==> config.mk <==
export PLATFORM = sky130hd
export DESIGN_NAME = sparse_poly_accumulate_eval_core
export DESIGN_NICKNAME = d
export VERILOG_FILES = /design/src/hdl/spae_pkg.sv /design/src/hdl/spae_ram.sv /design/src/hdl/spae_mac.sv /design/src/hdl/sparse_poly_accumulate_eval_core.sv
export SDC_FILE = /design/constraint.sdc
export NUM_CORES = 2
export LEC_CHECK = 0
export BUFFER_PORTS_ARGS = -buffer_cell sky130_fd_sc_hd__buf_2
export CORE_ASPECT_RATIO = 0.9
export CORE_MARGIN = 2
export CORE_UTILIZATION = 30
export CTS_CLUSTER_DIAMETER = 100
export CTS_CLUSTER_SIZE = 16
export DETAILED_ROUTE_END_ITERATION = 16
export GPL_ROUTABILITY_DRIVEN = 0
export SLEW_MARGIN = 40
export SYNTH_ARGS = -nofsm -noshare
export SYNTH_HDL_FRONTEND = slang
export SYNTH_SLANG_ARGS = --single-unit
==> constraint.sdc <==
create_clock -name clk -period 13.88 [get_ports clk]
set_clock_uncertainty 0.1 [all_clocks]
set_input_delay 1.388 -clock clk [delete_from_list [all_inputs] [get_ports clk]]
set_output_delay 1.388 -clock clk [all_outputs]
set_load 0.01 [all_outputs]
==> src/hdl/spae_pkg.sv <==
// Shared types, codes and constants of the sparse polynomial accumulate/evaluate block.
package spae_pkg;

	localparam int MAX_EXP_DEF   = 16;
	localparam int FRAC_BITS_DEF = 16;

	localparam int COEF_W = 32;
	localparam int EXP_W  = 4;
	localparam int X_W    = 32;
	localparam int ACC_W  = 64;

	localparam logic OP_ADD  = 1'b0;
	localparam logic OP_EVAL = 1'b1;

	localparam logic [ACC_W-1:0] ACC_MAX = {1'b0, {(ACC_W-1){1'b1}}};
	localparam logic [ACC_W-1:0] ACC_MIN = {1'b1, {(ACC_W-1){1'b0}}};

	localparam logic [COEF_W-1:0] COEF_MAX = {1'b0, {(COEF_W-1){1'b1}}};
	localparam logic [COEF_W-1:0] COEF_MIN = {1'b1, {(COEF_W-1){1'b0}}};

	typedef struct packed {
		logic                     opcode;
		logic signed [COEF_W-1:0] term_coefficient;
		logic        [EXP_W-1:0]  term_exponent;
		logic signed [X_W-1:0]    x_value;
	} req_t;

	typedef struct packed {
		logic signed [ACC_W-1:0] poly_value;
		logic                    saturated;
	} res_t;

	typedef struct packed {
		logic clear;
		logic mul_lo;
		logic mul_hi;
		logic combine;
		logic accum;
	} mac_ctl_t;

endpackage

==> src/hdl/spae_ram.sv <==
// Generic single-write, single-read synchronous RAM with registered read data.
module spae_ram #(
	parameter int WIDTH = 32,
	parameter int DEPTH = 16
) (
	input  logic                     clk,
	input  logic                     we,
	input  logic [$clog2(DEPTH)-1:0] waddr,
	input  logic [WIDTH-1:0]         wdata,
	input  logic                     re,
	input  logic [$clog2(DEPTH)-1:0] raddr,
	output logic [WIDTH-1:0]         rdata
);

	logic [WIDTH-1:0] mem [DEPTH];
	logic [WIDTH-1:0] rdata_q;

	always_ff @(posedge clk) begin
		if (we) begin
			mem[waddr] <= wdata;
		end
		if (re) begin
			rdata_q <= mem[raddr];
		end
	end

	assign rdata = rdata_q;

endmodule

==> src/hdl/spae_mac.sv <==
// Horner step unit: split 64x32 multiply, floor shift, saturation and coefficient add.
module spae_mac import spae_pkg::*; #(
	parameter int FRAC_BITS = FRAC_BITS_DEF
) (
	input  logic                     clk,
	input  mac_ctl_t                 ctl,
	input  logic signed [X_W-1:0]    x_value,
	input  logic signed [COEF_W-1:0] coef,
	output logic signed [ACC_W-1:0]  acc,
	output logic                     sat
);

	localparam int PROD_W = ACC_W + X_W;
	localparam int HALF_W = ACC_W / 2;

	logic signed [ACC_W-1:0]  acc_q;
	logic signed [X_W-1:0]    x_q;
	logic signed [ACC_W-1:0]  plo_q;
	logic signed [ACC_W-1:0]  phi_q;
	logic signed [PROD_W-1:0] prod_q;

	logic signed [HALF_W:0]        opa;
	logic signed [HALF_W+X_W:0]    mult;
	logic signed [PROD_W-1:0]      prod_sum;
	logic signed [PROD_W-1:0]      shifted;
	logic                          ovf_mul;
	logic        [ACC_W-1:0]       prod_sat;
	logic        [ACC_W:0]         add_sum;
	logic                          ovf_add;
	logic        [ACC_W-1:0]       acc_next;

	assign opa = ctl.mul_hi ? {acc_q[ACC_W-1], acc_q[ACC_W-1:HALF_W]}
	                        : {1'b0, acc_q[HALF_W-1:0]};
	assign mult = opa * x_q;

	assign prod_sum = {phi_q[PROD_W-HALF_W-1:0], {HALF_W{1'b0}}}
	                + {{(PROD_W-ACC_W){plo_q[ACC_W-1]}}, plo_q};

	assign shifted = prod_q >>> FRAC_BITS;
	assign ovf_mul = !((&shifted[PROD_W-1:ACC_W-1]) || !(|shifted[PROD_W-1:ACC_W-1]));
	assign prod_sat = ovf_mul ? (shifted[PROD_W-1] ? ACC_MIN : ACC_MAX)
	                          : shifted[ACC_W-1:0];

	assign add_sum = {prod_sat[ACC_W-1], prod_sat}
	               + {{(ACC_W-COEF_W+1){coef[COEF_W-1]}}, coef};
	assign ovf_add = add_sum[ACC_W] ^ add_sum[ACC_W-1];
	assign acc_next = ovf_add ? (add_sum[ACC_W] ? ACC_MIN : ACC_MAX) : add_sum[ACC_W-1:0];

	always_ff @(posedge clk) begin
		if (ctl.clear) begin
			acc_q <= '0;
			x_q   <= x_value;
		end
		if (ctl.mul_lo) begin
			plo_q <= mult[ACC_W-1:0];
		end
		if (ctl.mul_hi) begin
			phi_q <= mult[ACC_W-1:0];
		end
		if (ctl.combine) begin
			prod_q <= prod_sum;
		end
		if (ctl.accum) begin
			acc_q <= acc_next;
		end
	end

	assign acc = acc_q;
	assign sat = ctl.accum && (ovf_mul || ovf_add);

endmodule

==> src/hdl/sparse_poly_accumulate_eval_core.sv <==
// Top level: coefficient table, request sequencer, Horner evaluation and result register.
// An add request reads the table entry, then writes back the saturating sum; out-of-range adds leave the table as is.
// An evaluate request passes each table entry through four steps of the MAC unit (low product,
// high product, combine, shift/saturate/add), between accepting the request and loading the result.
// One request is in work at a time; a finished result waits in the output register while the next
// request is accepted. Reset clears the per-entry valid bits and sticky flag at once; no sweep.
module sparse_poly_accumulate_eval_core import spae_pkg::*; #(
	parameter int MAX_EXP   = MAX_EXP_DEF,
	parameter int FRAC_BITS = FRAC_BITS_DEF
) (
	input  logic clk,
	input  logic arst_n,
	input  logic req_valid,
	output logic req_stall,
	input  req_t req_data,
	output logic res_valid,
	input  logic res_stall,
	output res_t res_data
);

	localparam int AW = $clog2(MAX_EXP);
	localparam int IW = (AW > EXP_W) ? AW : EXP_W;

	localparam logic [2:0] ST_IDLE    = 3'd0;
	localparam logic [2:0] ST_ADD_WR  = 3'd1;
	localparam logic [2:0] ST_EV_LO   = 3'd2;
	localparam logic [2:0] ST_EV_HI   = 3'd3;
	localparam logic [2:0] ST_EV_CMB  = 3'd4;
	localparam logic [2:0] ST_EV_ACC  = 3'd5;
	localparam logic [2:0] ST_EV_DONE = 3'd6;

	logic [2:0]               state_q;
	logic [MAX_EXP-1:0]       valid_q;
	logic                     sat_q;
	logic                     res_valid_q;
	res_t                     res_q;
	logic [AW-1:0]            idx_q;
	logic signed [COEF_W-1:0] coef_q;
	logic                     coef_vld_q;

	logic                     accept;
	logic [IW-1:0]            exp_wide;
	logic [AW-1:0]            exp_idx;
	logic                     in_range;
	logic                     ram_we;
	logic                     ram_re;
	logic [AW-1:0]            ram_raddr;
	logic [COEF_W-1:0]        ram_rdata;
	logic signed [COEF_W-1:0] coef_rd;
	logic [COEF_W:0]          add_sum;
	logic                     add_ovf;
	logic [COEF_W-1:0]        add_val;
	logic                     res_load;
	mac_ctl_t                 mac_ctl;
	logic signed [ACC_W-1:0]  mac_acc;
	logic                     mac_sat;

	assign req_stall = (state_q != ST_IDLE);
	assign accept    = req_valid && !req_stall;
	assign exp_wide  = IW'(req_data.term_exponent);
	assign exp_idx   = exp_wide[AW-1:0];
	assign in_range  = int'(req_data.term_exponent) < MAX_EXP;

	assign ram_raddr = (state_q == ST_IDLE) ? exp_idx : idx_q;
	assign ram_re    = (accept && req_data.opcode == OP_ADD && in_range) || state_q == ST_EV_LO;
	assign ram_we    = (state_q == ST_ADD_WR);
	assign coef_rd   = coef_vld_q ? $signed(ram_rdata) : '0;

	assign add_sum = {coef_rd[COEF_W-1], coef_rd} + {coef_q[COEF_W-1], coef_q};
	assign add_ovf = add_sum[COEF_W] ^ add_sum[COEF_W-1];
	assign add_val = add_ovf ? (add_sum[COEF_W] ? COEF_MIN : COEF_MAX) : add_sum[COEF_W-1:0];

	assign res_load = (state_q == ST_EV_DONE) && (!res_valid_q || !res_stall);

	always_comb begin
		mac_ctl         = '0;
		mac_ctl.clear   = accept && req_data.opcode == OP_EVAL;
		mac_ctl.mul_lo  = (state_q == ST_EV_LO);
		mac_ctl.mul_hi  = (state_q == ST_EV_HI);
		mac_ctl.combine = (state_q == ST_EV_CMB);
		mac_ctl.accum   = (state_q == ST_EV_ACC);
	end

	spae_ram #(
		.WIDTH(COEF_W),
		.DEPTH(MAX_EXP)
	) u_table (
		.clk  (clk),
		.we   (ram_we),
		.waddr(idx_q),
		.wdata(add_val),
		.re   (ram_re),
		.raddr(ram_raddr),
		.rdata(ram_rdata)
	);

	spae_mac #(
		.FRAC_BITS(FRAC_BITS)
	) u_mac (
		.clk    (clk),
		.ctl    (mac_ctl),
		.x_value(req_data.x_value),
		.coef   (coef_rd),
		.acc    (mac_acc),
		.sat    (mac_sat)
	);

	always_ff @(posedge clk or negedge arst_n) begin
		if (!arst_n) begin
			state_q     <= ST_IDLE;
			valid_q     <= '0;
			sat_q       <= 1'b0;
			res_valid_q <= 1'b0;
		end else begin
			unique case (state_q)
				ST_IDLE: begin
					if (accept) begin
						if (req_data.opcode == OP_EVAL) begin
							state_q <= ST_EV_LO;
						end else if (in_range) begin
							state_q <= ST_ADD_WR;
						end
					end
				end
				ST_ADD_WR: begin
					valid_q[idx_q] <= 1'b1;
					if (add_ovf) begin
						sat_q <= 1'b1;
					end
					state_q <= ST_IDLE;
				end
				ST_EV_LO:  state_q <= ST_EV_HI;
				ST_EV_HI:  state_q <= ST_EV_CMB;
				ST_EV_CMB: state_q <= ST_EV_ACC;
				ST_EV_ACC: begin
					if (mac_sat) begin
						sat_q <= 1'b1;
					end
					state_q <= (idx_q == '0) ? ST_EV_DONE : ST_EV_LO;
				end
				ST_EV_DONE: begin
					if (res_load) begin
						state_q <= ST_IDLE;
					end
				end
				default: state_q <= ST_IDLE;
			endcase
			if (res_load) begin
				res_valid_q <= 1'b1;
			end else if (!res_stall) begin
				res_valid_q <= 1'b0;
			end
		end
	end

	always_ff @(posedge clk) begin
		if (ram_re) begin
			coef_vld_q <= valid_q[ram_raddr];
		end
		if (accept) begin
			if (req_data.opcode == OP_EVAL) begin
				idx_q <= AW'(MAX_EXP - 1);
			end else begin
				idx_q <= exp_idx;
			end
			coef_q <= req_data.term_coefficient;
		end else if (state_q == ST_EV_ACC && idx_q != '0) begin
			idx_q <= idx_q - 1'b1;
		end
		if (res_load) begin
			res_q.poly_value <= mac_acc;
			res_q.saturated  <= sat_q;
		end
	end

	assign res_valid = res_valid_q;
	assign res_data  = res_q;

endmodule

==> out/qor.csv <==
metric;value;unit
outcome;finished clean;
Synth top area share;0.346;
core area;270000;µm²
FMAX;91.1;MHz
crit path launch type;flop;
EDFF count, synth;934;
Netlist cell types;80;
Chip Height;497;µm
TNS Setup;0;ns
dpl hpwl;176000;µm
unrepaired setup endpoints after global routing;no;
Worst Path Arrival;11.31;ns
worst hold path type;flop to flop;
post-synth net total;9039;
most common cell after layout, fill and taps aside;fa_1;
initial core utilization;0.301;
post_cts resized;0;
initial antenna violation count;16;
R2R setup slack;2.91;ns
Syn Inst Count;7513;
largest net degree at the start of global routing;104;
die area;275000;µm²
most frequent cells in the layout;fa_1 (1106), inv_1 (1030), nand2_1 (997);
vias in the first global route;57800;
Boundary Pins;140;
Pins Over Slew Limit;0;
GRT Util Overall;0.174;
H-tree depth;3;
Max stage delay on crit path;0.56;ns
layout cells sized above 1;0.0634;
# DRC;0;
Tcrit/Tclk final;0.790;
max_slew headroom;0.391;
top cells by area, synth;edfxtp_1 (35%), fa_1 (27%), ha_1 (5.3%), and2_1 (5.2%), inv_1 (4.8%);
Buffers on Ports;139;
Worst Path Max Fanout;40;
Req. time, crit path;14.22;ns
Detail Route Antenna Nets;0;
final net count;8975;
final setup fails;0;
maximum clock path buffer count;3;
grt ovf;0;
first-pass GRT wire length;366000;µm
detail-routed via count per cell;5.07;
area leader, netlist;edfxtp_1;
Clock Sinks;955;
Worst-path clk slew;0.08;ns
# Post-CTS Setup Buffers;0;
first-pass detailed-route iteration total;6;
Syn Area/Cell;10.8;µm²
Synth Cell Area;81200;µm²
cells on worst reg2reg path;33;
CTS tree;done;
Hold-fix buffers, CTS;0;
synthesis-stage register bit count;955;
Worst-Margin Slew;0.910;ns
CP Capture Type;flop;
CP max stage cell;fa_1;
number of core rows;181;
Hold Vio Cnt, Final;0;
iteration-0 DRC count of the detailed router;5232;
post-synthesis async set-or-reset flop share;0.0220;
routed wire length;240000;µm
Warnings, synthesis;0;
most frequent CP cell;fa_1;
WS Path Type;flop to flop;
predominant post-synthesis flop cell;edfxtp_1;
Max-Cap Viols;0;
routed vias;56100;
CTS buffer count;75;
per-cell routed wire length;21.7;µm
min cycle time layout;10.97;ns
Worst Hold Path Cells;0;
CTS root buffer;clkbuf_16;
chip width;552;µm
Area growth syn-to-layout;8.95;%
worst skew pair latency;0.75;ns
register area share after synthesis;0.352;
stage by stage:
| stage | instance area [µm²] | worst slack, ns | hold slack (ns) | std cells | util |
|---|---|---|---|---|---|
| after detailed placement | 86100 | 3.10 | 0.305 | 10900 | 0.319 |
| after global placement | 86000 | 3.29 | 0.305 | 10900 | 0.319 |
| final | 88400 | 2.91 | 0.298 | 11100 | 0.328 |
| after CTS | 88400 | 2.97 | 0.297 | 11000 | 0.328 |
| after floorplan | 81200 | 3.59 | 0.300 | 7513 | - |
| after global routing | 88400 | 2.40 | 0.317 | 11100 | 0.328 |
routing by layer:
metal  GRT usage  part of all wire
met5           0          0.000042
met4      0.0508             0.029
met3      0.0275             0.076
met2       0.278              0.46
met1       0.243              0.43
path summary, 6_finish.rpt:
kind	start	end
min in group asynchronous	arst_n	valid_q[6]
max	state_q[2]	u_mac.phi_q[63]
max in group asynchronous	arst_n	state_q[0]
max reg2reg	state_q[2]	u_mac.phi_q[63]
min	u_mac.plo_q[19]	u_mac.prod_q[19]
min reg2reg	u_mac.plo_q[19]	u_mac.prod_q[19]
cell type report:
class                      count  area [µm²]
clock buffer                  92        1940
clock inverter                17         328
sequential                   955       28600
tap                         3568        4460
fill                       26900      181000
antenna                        5        12.5
multi-input combinational   5117       47500
inverter                    1032        3880
timing repair buffer         268        1720
worst max-delay path, delay by kind of cell, from the launching register on:
| kind | cells | cell delay, ns |
|---|---|---|
| fa+ha+maj | 9 | 4.29 |
| compound gates | 10 | 2.54 |
| buf+inv | 9 | 2.03 |
| simple gates | 4 | 0.93 |
| flops | 1 | 0.53 |
| xor+xnor | 1 | 0.11 |
state kept, by name, indices dropped and copies added (netlist names):
| signal | count |
|---|---|
| valid_q | 16 |
| u_mac.prod_q | 80 |
| res_data | 65 |
| u_mac.phi_q | 64 |
| u_table.rdata | 32 |
| idx_q | 4 |
| u_mac.plo_q | 48 |
| state_q | 3 |
| u_mac.x_q | 32 |
| coef_q | 32 |
| coef_vld_q | 1 |
| sat_q | 1 |
| u_table.mem | 512 |
| u_mac.acc | 64 |
| res_valid | 1 |
cell usage after synthesis (all sizes together) (50+ instances only):
library cell  instances
a211oi              195
a21o                140
a21oi               295
a311oi               68
a31oi                96
and2                684
clkbuf              395
edfxtp              934
fa                 1106
ha                  347
inv                1032
nand2              1006
nand3                50
nor2                263
o21ai               196
xnor2               145
xor2                 81
kinds of logic after synthesis:
group | after synthesis | synth area share
mux | 4 | 0.000509
fa+ha+maj | 1460 | 0.327
flops | 955 | 0.352
simple gates | 2254 | 0.134
compound gates | 1173 | 0.0953
xor+xnor | 226 | 0.0244
buf+inv | 1441 | 0.0668
Power is not shown: default switching activity piles up to over one toggle a cycle in this logic, so the estimate is an artifact.
